===== src/rtl/core/pfe_pkg.sv =====
`timescale 1ns / 1ps
// Package for the postfix expression evaluator: token and result types,
// token class and status codes, and sizing constants. No dependencies.
package pfe_pkg;

	// Default number of values the evaluation stack holds
	localparam int DEF_STACK_DEPTH = 16;
	// Entries in the queue between token front end and stack engine
	localparam int QUEUE_DEPTH = 2;
	localparam int COUNT_W = 16;

	// Token kind codes
	localparam logic [1:0] KIND_NUM = 2'd0;
	localparam logic [1:0] KIND_OP  = 2'd1;
	localparam logic [1:0] KIND_BRK = 2'd2;

	// Operation codes
	localparam logic [2:0] OP_ADD = 3'd0;
	localparam logic [2:0] OP_SUB = 3'd1;
	localparam logic [2:0] OP_MUL = 3'd2;
	localparam logic [2:0] OP_DIV = 3'd3;
	localparam logic [2:0] OP_REM = 3'd4;

	// Classified token codes carried through the queue
	localparam logic [2:0] CL_NUM = 3'd0;
	localparam logic [2:0] CL_ADD = 3'd1;
	localparam logic [2:0] CL_SUB = 3'd2;
	localparam logic [2:0] CL_MUL = 3'd3;
	localparam logic [2:0] CL_DIV = 3'd4;
	localparam logic [2:0] CL_REM = 3'd5;
	localparam logic [2:0] CL_BRK = 3'd6;
	localparam logic [2:0] CL_NOP = 3'd7;

	// Result status codes
	localparam logic [2:0] ST_OK       = 3'd0;
	localparam logic [2:0] ST_MISMATCH = 3'd1;
	localparam logic [2:0] ST_UNDERFLOW = 3'd2;
	localparam logic [2:0] ST_DIVZERO  = 3'd3;
	localparam logic [2:0] ST_OVERFLOW = 3'd4;

	typedef struct packed {
		logic [1:0]  kind;
		logic [30:0] number_value;
		logic [2:0]  operation;
		logic        last_token;
	} token_t;

	typedef struct packed {
		logic signed [31:0] result_value;
		logic [2:0]         status;
	} result_t;

	// Classified token as queued for the stack engine
	typedef struct packed {
		logic [2:0]  cls;
		logic [30:0] num;
		logic        last;
		logic        mismatch;
	} tok_t;

	// Divider request and response
	typedef struct packed {
		logic        start;
		logic [31:0] dividend;
		logic [31:0] divisor;
	} div_req_t;

	typedef struct packed {
		logic        done;
		logic [31:0] quo;
		logic [31:0] rem;
	} div_rsp_t;

endpackage


===== src/rtl/core/postfix_expression_evaluator_unit.sv =====
`timescale 1ns / 1ps
// A token is written into the queue when accepted and leaves it once the back end is idle; the back
// end handles a number or bracket in S_IDLE, add, subtract, multiply or a zero divisor via S_READ,
// and divide or remainder via S_READ and S_DIV (32 divider steps); S_FIN then issues the result.
// The back end takes no new token until it is through with the last one; queued tokens wait.
// Reset (arst_n low) empties the stack, count and error state at once; the stack
// RAM itself is not cleared, so no clearing pass is needed.
module postfix_expression_evaluator_unit #(
	parameter int STACK_DEPTH = pfe_pkg::DEF_STACK_DEPTH
) (
	input  logic             clk,
	input  logic             arst_n,
	input  logic             token_valid,
	output logic             token_ready,
	input  pfe_pkg::token_t  token,
	output logic             result_valid,
	input  logic             result_ready,
	output pfe_pkg::result_t result
);
	import pfe_pkg::*;

	logic q_push;
	tok_t q_push_tok;
	logic q_full;
	logic q_pop;
	tok_t q_head;
	logic q_head_valid;

	pfe_front u_front (
		.clk         (clk),
		.arst_n      (arst_n),
		.token_valid (token_valid),
		.token_ready (token_ready),
		.token       (token),
		.q_full      (q_full),
		.push        (q_push),
		.push_tok    (q_push_tok)
	);

	pfe_fifo u_fifo (
		.clk        (clk),
		.arst_n     (arst_n),
		.push       (q_push),
		.push_tok   (q_push_tok),
		.full       (q_full),
		.pop        (q_pop),
		.head       (q_head),
		.head_valid (q_head_valid)
	);

	pfe_back #(
		.STACK_DEPTH(STACK_DEPTH)
	) u_back (
		.clk          (clk),
		.arst_n       (arst_n),
		.head         (q_head),
		.head_valid   (q_head_valid),
		.pop          (q_pop),
		.result_valid (result_valid),
		.result_ready (result_ready),
		.result       (result)
	);

endmodule


===== src/rtl/core/pfe_ram.sv =====
`timescale 1ns / 1ps
// Generic single-write, single-read RAM with registered read data.
// No dependencies.
module pfe_ram #(
	parameter int WIDTH = 32,
	parameter int DEPTH = 16,
	localparam int AW = (DEPTH > 1) ? $clog2(DEPTH) : 1
) (
	input  logic             clk,
	input  logic             we,
	input  logic [AW-1:0]    waddr,
	input  logic [WIDTH-1:0] wdata,
	input  logic             re,
	input  logic [AW-1:0]    raddr,
	output logic [WIDTH-1:0] rdata
);

	logic [WIDTH-1:0] mem_q [DEPTH];

	// Write port and registered read port
	always_ff @(posedge clk) begin
		if (we) begin
			mem_q[waddr] <= wdata;
		end
		if (re) begin
			rdata <= mem_q[raddr];
		end
	end

endmodule


===== src/rtl/core/pfe_div.sv =====
`timescale 1ns / 1ps
// Iterative 32-bit signed divider, one quotient bit per cycle, truncating.
// Depends on pfe_pkg for the request and response structs.
module pfe_div (
	input  logic              clk,
	input  logic              arst_n,
	input  pfe_pkg::div_req_t req,
	output pfe_pkg::div_rsp_t rsp
);
	import pfe_pkg::*;

	logic        busy_q;
	logic        done_q;
	logic [4:0]  cnt_q;
	logic [31:0] dvd_q;   // dividend bits shift out, quotient bits shift in
	logic [31:0] rem_q;
	logic [31:0] dvs_q;
	logic        neg_q_q;
	logic        neg_r_q;
	logic [32:0] rem_shift;
	logic [32:0] diff;

	// One restoring step
	assign rem_shift = {rem_q, dvd_q[31]};
	assign diff      = rem_shift - {1'b0, dvs_q};

	// Control: start, count 32 steps, pulse done
	always_ff @(posedge clk or negedge arst_n) begin
		if (!arst_n) begin
			busy_q <= 1'b0;
			done_q <= 1'b0;
			cnt_q  <= '0;
		end else begin
			done_q <= busy_q && !req.start && (cnt_q == 5'd31);
			if (req.start) begin
				busy_q <= 1'b1;
				cnt_q  <= '0;
			end else if (busy_q) begin
				cnt_q <= cnt_q + 5'd1;
				if (cnt_q == 5'd31) begin
					busy_q <= 1'b0;
				end
			end
		end
	end

	// Datapath: load magnitudes, then shift and subtract
	always_ff @(posedge clk) begin
		if (req.start) begin
			dvd_q   <= req.dividend[31] ? (32'd0 - req.dividend) : req.dividend;
			dvs_q   <= req.divisor[31] ? (32'd0 - req.divisor) : req.divisor;
			rem_q   <= '0;
			neg_q_q <= req.dividend[31] ^ req.divisor[31];
			neg_r_q <= req.dividend[31];
		end else if (busy_q) begin
			if (!diff[32]) begin
				rem_q <= diff[31:0];
			end else begin
				rem_q <= rem_shift[31:0];
			end
			dvd_q <= {dvd_q[30:0], ~diff[32]};
		end
	end

	// Apply signs: quotient follows both operands, remainder the dividend
	assign rsp.done = done_q;
	assign rsp.quo  = neg_q_q ? (32'd0 - dvd_q) : dvd_q;
	assign rsp.rem  = neg_r_q ? (32'd0 - rem_q) : rem_q;

endmodule


===== src/rtl/core/pfe_fifo.sv =====
`timescale 1ns / 1ps
// Short queue of classified tokens between front end and stack engine.
// Depends on pfe_pkg for tok_t and QUEUE_DEPTH.
module pfe_fifo (
	input  logic          clk,
	input  logic          arst_n,
	input  logic          push,
	input  pfe_pkg::tok_t push_tok,
	output logic          full,
	input  logic          pop,
	output pfe_pkg::tok_t head,
	output logic          head_valid
);
	import pfe_pkg::*;

	localparam int PW = (QUEUE_DEPTH > 1) ? $clog2(QUEUE_DEPTH) : 1;
	localparam int CW = $clog2(QUEUE_DEPTH + 1);

	tok_t          mem_q [QUEUE_DEPTH];
	logic [PW-1:0] wr_ptr_q;
	logic [PW-1:0] rd_ptr_q;
	logic [CW-1:0] cnt_q;

	assign full       = (cnt_q == CW'(QUEUE_DEPTH));
	assign head_valid = (cnt_q != '0);
	assign head       = mem_q[rd_ptr_q];

	// Advance pointers and occupancy
	always_ff @(posedge clk or negedge arst_n) begin
		if (!arst_n) begin
			wr_ptr_q <= '0;
			rd_ptr_q <= '0;
			cnt_q    <= '0;
		end else begin
			if (push) begin
				wr_ptr_q <= (wr_ptr_q == PW'(QUEUE_DEPTH - 1)) ? '0 : wr_ptr_q + 1'b1;
			end
			if (pop) begin
				rd_ptr_q <= (rd_ptr_q == PW'(QUEUE_DEPTH - 1)) ? '0 : rd_ptr_q + 1'b1;
			end
			if (push && !pop) begin
				cnt_q <= cnt_q + 1'b1;
			end else if (pop && !push) begin
				cnt_q <= cnt_q - 1'b1;
			end
		end
	end

	// Hold queued tokens
	always_ff @(posedge clk) begin
		if (push) begin
			mem_q[wr_ptr_q] <= push_tok;
		end
	end

endmodule


===== src/rtl/core/pfe_front.sv =====
`timescale 1ns / 1ps
// Token front end: accepts tokens, classifies them and tracks the
// number/operator count balance. Depends on pfe_pkg.
module pfe_front (
	input  logic            clk,
	input  logic            arst_n,
	input  logic            token_valid,
	output logic            token_ready,
	input  pfe_pkg::token_t token,
	input  logic            q_full,
	output logic            push,
	output pfe_pkg::tok_t   push_tok
);
	import pfe_pkg::*;

	logic [COUNT_W-1:0] count_q;
	logic [COUNT_W-1:0] count_next;
	logic [2:0]         cls;

	assign token_ready = !q_full;
	assign push        = token_valid && token_ready;

	// Classify the token
	always_comb begin
		case (token.kind)
			KIND_NUM: cls = CL_NUM;
			KIND_OP: begin
				case (token.operation)
					OP_ADD:  cls = CL_ADD;
					OP_SUB:  cls = CL_SUB;
					OP_MUL:  cls = CL_MUL;
					OP_DIV:  cls = CL_DIV;
					OP_REM:  cls = CL_REM;
					default: cls = CL_NOP;
				endcase
			end
			KIND_BRK: cls = CL_BRK;
			default:  cls = CL_NOP;
		endcase
	end

	// Numbers count up, valid operators count down
	always_comb begin
		if (cls == CL_NUM) begin
			count_next = count_q + 1'b1;
		end else if (cls inside {[CL_ADD:CL_REM]}) begin
			count_next = count_q - 1'b1;
		end else begin
			count_next = count_q;
		end
	end

	assign push_tok.cls      = cls;
	assign push_tok.num      = token.number_value;
	assign push_tok.last     = token.last_token;
	assign push_tok.mismatch = (count_next != COUNT_W'(1));

	// Update balance, restart at the end of each expression
	always_ff @(posedge clk or negedge arst_n) begin
		if (!arst_n) begin
			count_q <= '0;
		end else if (push) begin
			count_q <= token.last_token ? '0 : count_next;
		end
	end

endmodule


===== src/rtl/core/pfe_back.sv =====
`timescale 1ns / 1ps
// Stack engine: executes queued tokens on the value stack and issues results.
// Depends on pfe_pkg, pfe_ram and pfe_div.
module pfe_back #(
	parameter int STACK_DEPTH = pfe_pkg::DEF_STACK_DEPTH
) (
	input  logic             clk,
	input  logic             arst_n,
	input  pfe_pkg::tok_t    head,
	input  logic             head_valid,
	output logic             pop,
	output logic             result_valid,
	input  logic             result_ready,
	output pfe_pkg::result_t result
);
	import pfe_pkg::*;

	localparam int AW = (STACK_DEPTH > 1) ? $clog2(STACK_DEPTH) : 1;
	localparam int LW = $clog2(STACK_DEPTH + 1);

	localparam logic [1:0] S_IDLE = 2'd0;
	localparam logic [1:0] S_READ = 2'd1;
	localparam logic [1:0] S_DIV  = 2'd2;
	localparam logic [1:0] S_FIN  = 2'd3;

	logic [1:0]    state_q;
	logic [LW-1:0] level_q;
	logic [2:0]    err_q;
	logic [31:0]   top_q;     // top of stack lives here, the rest in RAM
	logic [2:0]    cls_q;
	logic          last_q;
	logic          mism_q;
	logic          out_valid_q;
	result_t       out_q;

	logic          ram_we;
	logic          ram_re;
	logic [AW-1:0] ram_waddr;
	logic [AW-1:0] ram_raddr;
	logic [31:0]   ram_rdata;
	logic [LW-1:0] level_m1;
	logic [LW-1:0] level_m2;

	div_req_t      div_req;
	div_rsp_t      div_rsp;

	logic          err_ok;
	logic          stack_full;
	logic          below_two;
	logic          out_free;
	logic [31:0]   alu_res;
	logic [2:0]    fin_status;

	assign err_ok     = (err_q == ST_OK);
	assign stack_full = (level_q == LW'(STACK_DEPTH));
	assign below_two  = (level_q < LW'(2));
	assign out_free   = !out_valid_q || result_ready;
	assign level_m1   = level_q - 1'b1;
	assign level_m2   = level_q - LW'(2);
	assign ram_waddr  = level_m1[AW-1:0];
	assign ram_raddr  = level_m2[AW-1:0];
	assign pop        = (state_q == S_IDLE) && head_valid;

	// Spill old top on push, fetch left operand on operator
	always_comb begin
		ram_we = 1'b0;
		ram_re = 1'b0;
		if (pop && err_ok) begin
			if (head.cls == CL_NUM) begin
				ram_we = !stack_full && (level_q != '0);
			end else if (head.cls inside {[CL_ADD:CL_REM]}) begin
				ram_re = !below_two;
			end
		end
	end

	pfe_ram #(
		.WIDTH(32),
		.DEPTH(STACK_DEPTH)
	) u_stack (
		.clk   (clk),
		.we    (ram_we),
		.waddr (ram_waddr),
		.wdata (top_q),
		.re    (ram_re),
		.raddr (ram_raddr),
		.rdata (ram_rdata)
	);

	// Divider is started once the left operand is read and the divisor is nonzero
	assign div_req.start    = (state_q == S_READ) && (cls_q inside {CL_DIV, CL_REM})
	                          && (top_q != '0);
	assign div_req.dividend = ram_rdata;
	assign div_req.divisor  = top_q;

	pfe_div u_div (
		.clk    (clk),
		.arst_n (arst_n),
		.req    (div_req),
		.rsp    (div_rsp)
	);

	// Add, subtract, multiply with wrap
	always_comb begin
		case (cls_q)
			CL_ADD:  alu_res = ram_rdata + top_q;
			CL_SUB:  alu_res = ram_rdata - top_q;
			CL_MUL:  alu_res = ram_rdata * top_q;
			default: alu_res = ram_rdata;
		endcase
	end

	// Final status: count mismatch wins, then first error, then empty stack
	always_comb begin
		if (mism_q) begin
			fin_status = ST_MISMATCH;
		end else if (!err_ok) begin
			fin_status = err_q;
		end else if (level_q == '0) begin
			fin_status = ST_UNDERFLOW;
		end else begin
			fin_status = ST_OK;
		end
	end

	// Sequence each token through the stack
	always_ff @(posedge clk or negedge arst_n) begin
		if (!arst_n) begin
			state_q <= S_IDLE;
			level_q <= '0;
			err_q   <= ST_OK;
			cls_q   <= CL_NOP;
			last_q  <= 1'b0;
			mism_q  <= 1'b0;
		end else begin
			case (state_q)
				S_IDLE: begin
					if (head_valid) begin
						cls_q  <= head.cls;
						last_q <= head.last;
						mism_q <= head.mismatch;
						if (err_ok && (head.cls inside {[CL_ADD:CL_REM]}) && !below_two) begin
							state_q <= S_READ;
						end else begin
							state_q <= head.last ? S_FIN : S_IDLE;
						end
						if (err_ok) begin
							if (head.cls == CL_NUM) begin
								if (stack_full) begin
									err_q <= ST_OVERFLOW;
								end else begin
									level_q <= level_q + 1'b1;
								end
							end else if (head.cls == CL_BRK) begin
								if (below_two) begin
									err_q <= ST_UNDERFLOW;
								end
							end else if (head.cls inside {[CL_ADD:CL_REM]}) begin
								if (below_two) begin
									err_q <= ST_UNDERFLOW;
								end
							end
						end
					end
				end
				S_READ: begin
					if (cls_q inside {CL_DIV, CL_REM}) begin
						if (top_q == '0) begin
							err_q   <= ST_DIVZERO;
							state_q <= last_q ? S_FIN : S_IDLE;
						end else begin
							state_q <= S_DIV;
						end
					end else begin
						level_q <= level_m1;
						state_q <= last_q ? S_FIN : S_IDLE;
					end
				end
				S_DIV: begin
					if (div_rsp.done) begin
						level_q <= level_m1;
						state_q <= last_q ? S_FIN : S_IDLE;
					end
				end
				S_FIN: begin
					if (out_free) begin
						level_q <= '0;
						err_q   <= ST_OK;
						state_q <= S_IDLE;
					end
				end
				default: state_q <= S_IDLE;
			endcase
		end
	end

	// Raise result valid on issue, drop it once the result is taken
	always_ff @(posedge clk or negedge arst_n) begin
		if (!arst_n) begin
			out_valid_q <= 1'b0;
		end else if (state_q == S_FIN && out_free) begin
			out_valid_q <= 1'b1;
		end else if (result_ready) begin
			out_valid_q <= 1'b0;
		end
	end

	// Top-of-stack and result payload
	always_ff @(posedge clk) begin
		if (pop && err_ok && head.cls == CL_NUM && !stack_full) begin
			top_q <= {1'b0, head.num};
		end else if (state_q == S_READ && !(cls_q inside {CL_DIV, CL_REM})) begin
			top_q <= alu_res;
		end else if (state_q == S_DIV && div_rsp.done) begin
			top_q <= (cls_q == CL_DIV) ? div_rsp.quo : div_rsp.rem;
		end
		if (state_q == S_FIN && out_free) begin
			out_q.status       <= fin_status;
			out_q.result_value <= (fin_status == ST_OK) ? $signed(top_q) : 32'sd0;
		end
	end

	assign result_valid = out_valid_q;
	assign result       = out_q;

`ifndef SYNTHESIS
	a_level_bound: assert property (@(posedge clk) disable iff (!arst_n)
		level_q <= LW'(STACK_DEPTH))
		else $error("stack level above depth");

	a_div_no_err: assert property (@(posedge clk) disable iff (!arst_n)
		state_q == S_DIV |-> err_q == ST_OK && level_q >= LW'(2))
		else $error("divide running with error or short stack");

	a_err_value_zero: assert property (@(posedge clk) disable iff (!arst_n)
		out_valid_q && out_q.status != ST_OK |-> out_q.result_value == 32'sd0)
		else $error("nonzero value with error status");

	a_spill_level: assert property (@(posedge clk) disable iff (!arst_n)
		ram_we |-> level_q != '0 && level_q < LW'(STACK_DEPTH))
		else $error("stack spill at invalid level");

	a_fin_clears: assert property (@(posedge clk) disable iff (!arst_n)
		state_q == S_FIN && out_free |=> level_q == '0 && err_q == ST_OK
		&& out_valid_q)
		else $error("expression end did not restart stack");
`endif

endmodule


===== config.mk =====
export PLATFORM = sky130hd
export DESIGN_NAME = postfix_expression_evaluator_unit
export DESIGN_NICKNAME = d
export VERILOG_FILES = /design/src/rtl/core/pfe_pkg.sv /design/src/rtl/core/postfix_expression_evaluator_unit.sv /design/src/rtl/core/pfe_ram.sv /design/src/rtl/core/pfe_div.sv /design/src/rtl/core/pfe_fifo.sv /design/src/rtl/core/pfe_front.sv /design/src/rtl/core/pfe_back.sv
export SDC_FILE = /design/constraint.sdc
export NUM_CORES = 2
export LEC_CHECK = 0
export BUFFER_PORTS_ARGS = -buffer_cell sky130_fd_sc_hd__buf_2
export CORE_MARGIN = 2
export CORE_UTILIZATION = 60
export CTS_BUF_LIST = sky130_fd_sc_hd__clkbuf_16
export CTS_CLUSTER_SIZE = 16
export DETAILED_ROUTE_END_ITERATION = 7
export PLACE_DENSITY = 0.76
export SYNTH_ARGS = -nofsm -noshare
export SYNTH_HDL_FRONTEND = slang
export SYNTH_HIERARCHICAL = 1
export SYNTH_SLANG_ARGS = --single-unit

===== constraint.sdc =====
create_clock -name clk -period 11.2 [get_ports clk]
set_input_delay 2.24 -clock clk [delete_from_list [all_inputs] [get_ports clk]]
set_output_delay 2.24 -clock clk [all_outputs]
set_load 0.01 [all_outputs]

Word-level counts from Yosys, hierarchy flattened. Memories as Yosys holds them, arrays and structs flattened. A register that Yosys moved wholly into a read port is not among the register bits. Index checks and enable logic that the tools add are counted.

Add/sub/neg operators: 17. Multiply operators: 1. $lt $le $gt $ge: 5. Equal/unequal tests: 30. Muxes and demuxes: 68. Bitwise operators: 2. Reductions and logical operators: 51.

Operator list (number): 32-bit two-way mux (9); 1-bit by 32-bit subtractor with 32-bit output (first input constant) (4); 32-bit one-hot mux with 3 select lines (1); 31-bit two-way mux (2); 16-bit two-way mux (3); 5-bit two-way mux (9); 3-bit two-way mux (12); 33-bit by 32-bit subtractor with 33-bit output (1); 32-bit adder (1); 32-bit logical NOT (1); 32-bit by 32-bit multiplier with 32-bit output (1); 32-bit nonzero test (1); 32-bit subtractor (1); 2-bit two-way mux (11); 5-bit one-hot mux with 4 select lines (1); 1-bit logical AND (19); 3-bit one-hot mux with 3 select lines (2); 16-bit by 1-bit adder with 16-bit output (second input constant) (1); 1-bit two-way mux (16); 16-bit by 1-bit != test with 1-bit output (second input constant) (1); 16-bit by 1-bit subtractor with 16-bit output (second input constant) (1); 3-bit logical NOT (5); 3-bit one-hot mux with 5 select lines (1); 3-bit by 2-bit == test with 1-bit output (second input constant) (4); 32 further kinds (66).

Bits in registers: 208. RAM bits: 584. Input bits: 41. Output and inout bits: 37. Logic and storage cells: 200. Memories kept: 2.

Memories: u_back.u_stack.mem_q (words 16, bits a word 32, rd ports 1, clocked after Yosys merged registers in 1, wr ports 1, RTL line pfe_ram.sv:18) `logic [WIDTH-1:0] mem_q [DEPTH];`; u_fifo.mem_q (words 2, bits a word 36, rd ports 1, clocked after Yosys merged registers in 0, wr ports 1, RTL line pfe_fifo.sv:19) `tok_t mem_q [QUEUE_DEPTH];`.

Longest topological paths before layout. An unclocked memory read counts as a cell.

Depth after elaboration: 9. Depth in mapped cells: 31. Depth with buffers taken out: 28.

Hierarchy. Netlist, hierarchy kept.

Modules (own cells, without submodules): pfe_back (times used 1, cells each 2668, area an instance 23065.9 um^2, sequential area each 2406.1 um^2); pfe_ram (times used 1, cells each 838, area an instance 20155.6 um^2, sequential area each 16335.7 um^2); pfe_div (times used 1, cells each 1032, area an instance 8695.8 um^2, sequential area each 2797.7 um^2); pfe_fifo (times used 1, cells each 128, area an instance 2936.6 um^2, sequential area each 2262.2 um^2); pfe_front (times used 1, cells each 229, area an instance 1762.9 um^2, sequential area each 400.4 um^2).

Worst setup path before layout. Ideal clock, no wire load.

Path kind: register to register. Start: register u_back.top_q[6]. End: register u_back.top_q[31]. Setup time: 0.122 ns. Arrival time: 7.821 ns. Data required time: 11.078 ns. Slack: 3.257 ns. Cell stages (with the launch flop): 28. Buffers on the path: 3. Clock period less this slack: 7.943 ns. Path through: edfxtp_1 clkbuf_1 clkbuf_1 and2_1 fa_1 fa_1 fa_1 inv_1 fa_1 inv_1 fa_1 fa_1 fa_1 inv_1 fa_1 inv_1 ha_1 clkbuf_1 nand4_1 a2111o_1 nor3_1 a31oi_1 a31oi_1 o21ai_0 a31o_2 xnor2_1 o221ai_1 o311a_1.

Cells in the longest elaborated chain, start to end: 3. Elaborated cells on any way between the ends: 5. Those cells by class: add/sub: 2; mul: 1; mux: 2.

Ends and longest elaborated chain: start: declaration (RTL line pfe_back.sv:29) `logic [31:0] top_q;`; start signal: assignment (RTL line pfe_back.sv:211) `top_q <= {1'b0, head.num};`; start signal: assignment (RTL line pfe_back.sv:213) `top_q <= alu_res;`; start signal: assignment (RTL line pfe_back.sv:215) `top_q <= (cls_q == CL_DIV) ? div_rsp.quo : div_rsp.rem;`; 32-bit by 32-bit multiplier with 32-bit output, or another cell as far along (RTL line pfe_back.sv:108) `CL_MUL: alu_res = ram_rdata * top_q;`; 32-bit one-hot mux with 3 select lines * (RTL line pfe_back.sv:105) `case (cls_q)`; 32-bit two-way mux * (RTL line pfe_back.sv:212) `end else if (state_q == S_READ && !(cls_q inside {CL_DIV, CL_REM})) begin`.

Mark *: on every way between the ends. The rest lies on a longest branch, timed or not. A chain may end at the register's enable or synchronous reset.

Worst setup path in the final report. Ends and elaborated chain as after synthesis.

==> impl_metrics.py <==
metrics = {
    "yosys": {
        "synth_edf_count": 748,
        "ys_seq_elements": 824,
        "yosysWarnings": 6,
        "netlist_top_cells_area": "edfxtp_1, fa_1, mux4_2",
        "synth_flop_cell": "edfxtp_1",
        "synth_most_common_cell": "edfxtp_1",
        "synthArstFlopShare_pct": 5.22,
        "yosysTopAreaCell": "edfxtp_1",
        "syn_avg_cell_area_sq_um": 11.6,
        "syn-cell-area_sq_um": 56600,
        "yosysUniqueCellTypes": 98,
        "synth.top_cells.by_count": "edfxtp_1, inv_1, nand2_1, fa_1, and2_1",
        "syn_inst": 4895,
        "syn_nets": 5555,
        "seq_area_frac_synth_pct": 42.7,
        "synth_top_area_share_pct": 39.7,
    },
    "drt": {
        "drt-wirelength-per-cell_um": 25.7,
        "via_per_inst": 6.44,
        "dr.first_iter.drc_count": 4532,
        "first_pass_iters": 7,
        "wl_um": 159000,
        "drt.antenna.violating_nets": 0,
        "num_vias": 39900,
        "drc": 0,
    },
    "sta": {
        "slew_violations": 0,
        "slew_headroom_pct": 13.9,
        "setup_viol": 0,
        "fin_skew_ns": 0.0683,
        "fin_tns_setup_ns": 0,
        "finalCritPeriodShare_pct": 79.0,
        "fin_crit_ns": 8.85,
        "rsz0062_at_grt": "false",
        "hold_viol_final": 0,
        "worst_pin_slew_ns": 1.28,
        "timing.fmax_mhz": 113,
    },
    "setup_path": {
        "cp.required_ns": 11.72,
        "worstPathMaxFanout": 38,
        "cp-end-kind": "flip-flop",
        "slowest_stage": "edfxtp_1",
        "start_kind": "flip-flop",
        "crit_family": "adder cells",
        "crit_top_cell": "fa_1",
        "critPathKind": "reg -> reg",
        "worstPathArrival_ns": 9.37,
        "max_stage_delay_ns": 0.88,
        "cp_num_buf_inv": 7,
    },
    "cts": {
        "clock_latency_ns": 0.68,
        "cts-root-buf": "clkbuf_16",
        "cts_setup_buffers": 0,
        "cts-buffers-inserted": 85,
        "cts_tree": "built",
        "path_clk_slew_ns": 0.06,
        "post_cts_resized": 0,
        "cts_hold_buf": 0,
        "cts.sinks": 824,
        "htree_levels": 3,
        "clockBufferDepth": 3,
    },
    "grt": {
        "grt_usage_pct": 33.3,
        "grt_start_max_net_pins": 95,
        "grt_pass1_wl_um": 244000,
        "grt_pass1_vias": 40500,
        "antenna_found_initial": 3,
        "grt_overflow_total": 0,
    },
    "die": {
        "die_h_um": 311,
        "dieArea_sq_um": 96800,
        "coreArea_sq_um": 93500,
        "rows": 112,
        "die_w_um": 311,
        "initial_core_util_pct": 60.6,
        "ios": 78,
    },
    "final_layout": {
        "final_cells": 6201,
        "nFillCells": 6855,
        "drive_gt1_share_pct": 11.5,
        "fin_nets": 5533,
        "syn_to_final_growth_pct": 7.77,
        "seq_area_sq_um": 24200,
        "multi_input_comb_area_sq_um": 29200,
    },
    "place": {
        "place_congestion": 0.964,
        "hpwl_um": 102000,
        "io_buffer_count": 77,
        "place_inst": 6040,
    },
    "outcome": {
        "status": "complete, no violations",
    },
    "power": {
        "ir_worst_vdd_uv": 134,
        "leakage_nw": 22.1,
        "power.density_nw_per_um2": 110,
    },
    "worst_hold_path": {
        "hp-class": "reg -> reg",
    },
    "job": {
        "drv_cap": 0,
    },
}
## sequential cells by signal, summed over array words and instances (netlist names), 2 cells and up
register	flops
u_back/u_div/dvd_q	32
u_back/result	35
u_back/state_q	2
u_back/cls_q	3
u_back/u_div/cnt_q	5
u_back/u_stack/rdata	32
u_back/u_div/rem_q	32
u_back/top_q	32
u_back/err_q	3
u_back/u_stack/mem_q	512
u_back/u_div/dvs_q	32
u_fifo/mem_q	72
u_fifo/cnt_q	2
u_back/level_q	5
u_front/count_q	16
## per-layer routing
metal	vias to the layer above	global-route usage (%)	wire length, um
met5	-	0	0
met3	479	7.84	18700
met4	0	15.6	8400
met2	2518	51.2	72100
li1	17000	-	-
met1	19900	45.3	60100
## cell usage in the layout, fill, tap and decap left out, types with 20 or more instances in the layout
cell | Yosys | final
xnor2_1 | 194 | 194
a211oi_1 | 20 | 20
clkbuf_16 | 0 | 87
xor2_1 | 100 | 100
nor3_1 | 52 | 47
a21oi_1 | 188 | 188
nand3_1 | 56 | 56
a31oi_1 | 30 | 30
a21o_1 | 29 | 29
edfxtp_1 | 748 | 748
o21ai_0 | 150 | 150
buf_4 | 45 | 106
mux2_4 | 29 | 29
ha_1 | 209 | 209
dfrtp_1 | 40 | 37
a22oi_1 | 78 | 78
o31ai_1 | 47 | 47
mux4_2 | 128 | 128
or4_1 | 22 | 22
buf_2 | 8 | 77
dfxtp_1 | 33 | 32
inv_1 | 542 | 559
nand2b_1 | 37 | 37
fa_1 | 410 | 410
and2_1 | 320 | 318
nand2_1 | 482 | 482
or3_1 | 41 | 41
a311oi_1 | 27 | 27
nor2_1 | 212 | 196
## through the flow
step | util, % | setup WS (ns) | power (W) | instance area [sq um] | hold slack (ns)
floorplan | - | 3.26 | 0.00381 | 56600 | 0.447
global placement | 62.2 | 2.59 | 0.00389 | 58200 | 0.471
detailed placement | 62.2 | 2.53 | 0.00390 | 58200 | 0.478
CTS | 65.3 | 2.47 | 0.00674 | 61000 | 0.488
global route | 65.3 | 2.08 | 0.00690 | 61000 | 0.520
finish | 65.3 | 2.35 | 0.00672 | 61000 | 0.487
## power by group
group	switching, W	total [W]	internal, W
sequential	0.0000678	0.00348	0.00341
clock	0.00126	0.00287	0.00162
combinational	0.000219	0.000364	0.000146
## logic make-up (layout without fill, tap and decap cells)
group | after synthesis | after routing | share of synthesized area (%)
buf+inv | 836 | 885 | 6.04
compound gates | 770 | 770 | 9.05
fa+ha+maj | 619 | 619 | 19.1
xor+xnor | 295 | 295 | 4.58
flops | 824 | 824 | 42.7
simple gates | 1369 | 1369 | 12.1
other cells | 0 | 3 | 0
mux | 182 | 182 | 6.33
## final timing paths
check / start / to / slack, ns / cells past startpoint
setup / recovery: u_back/top_q[6] / u_back/top_q[31] / 2.35 / 27
hold / removal: u_fifo/cnt_q[1] / u_fifo/cnt_q[1] / 0.49 / 1
setup reg to reg: u_back/top_q[6] / u_back/top_q[31] / 2.35 / 27
hold reg to reg: u_fifo/cnt_q[1] / u_fifo/cnt_q[1] / 0.49 / 1
max in group asynchronous: arst_n / u_back/level_q[0] / 9.00 / 2
min in group asynchronous: arst_n / u_front/count_q[0] / 1.67 / 2
## area by class of cell
type / instances / share of cell area, %
clock buffer: 87 / 3.57
inverter: 543 / 3.34
tap: 1254 / 2.57
clock inverter: 71 / 1.06
sequential: 824 / 39.7
multi-input combinational: 3235 / 47.8
timing repair buffer: 184 / 1.97
antenna: 3 / 0.0123
(Power assumes the default switching activity.)
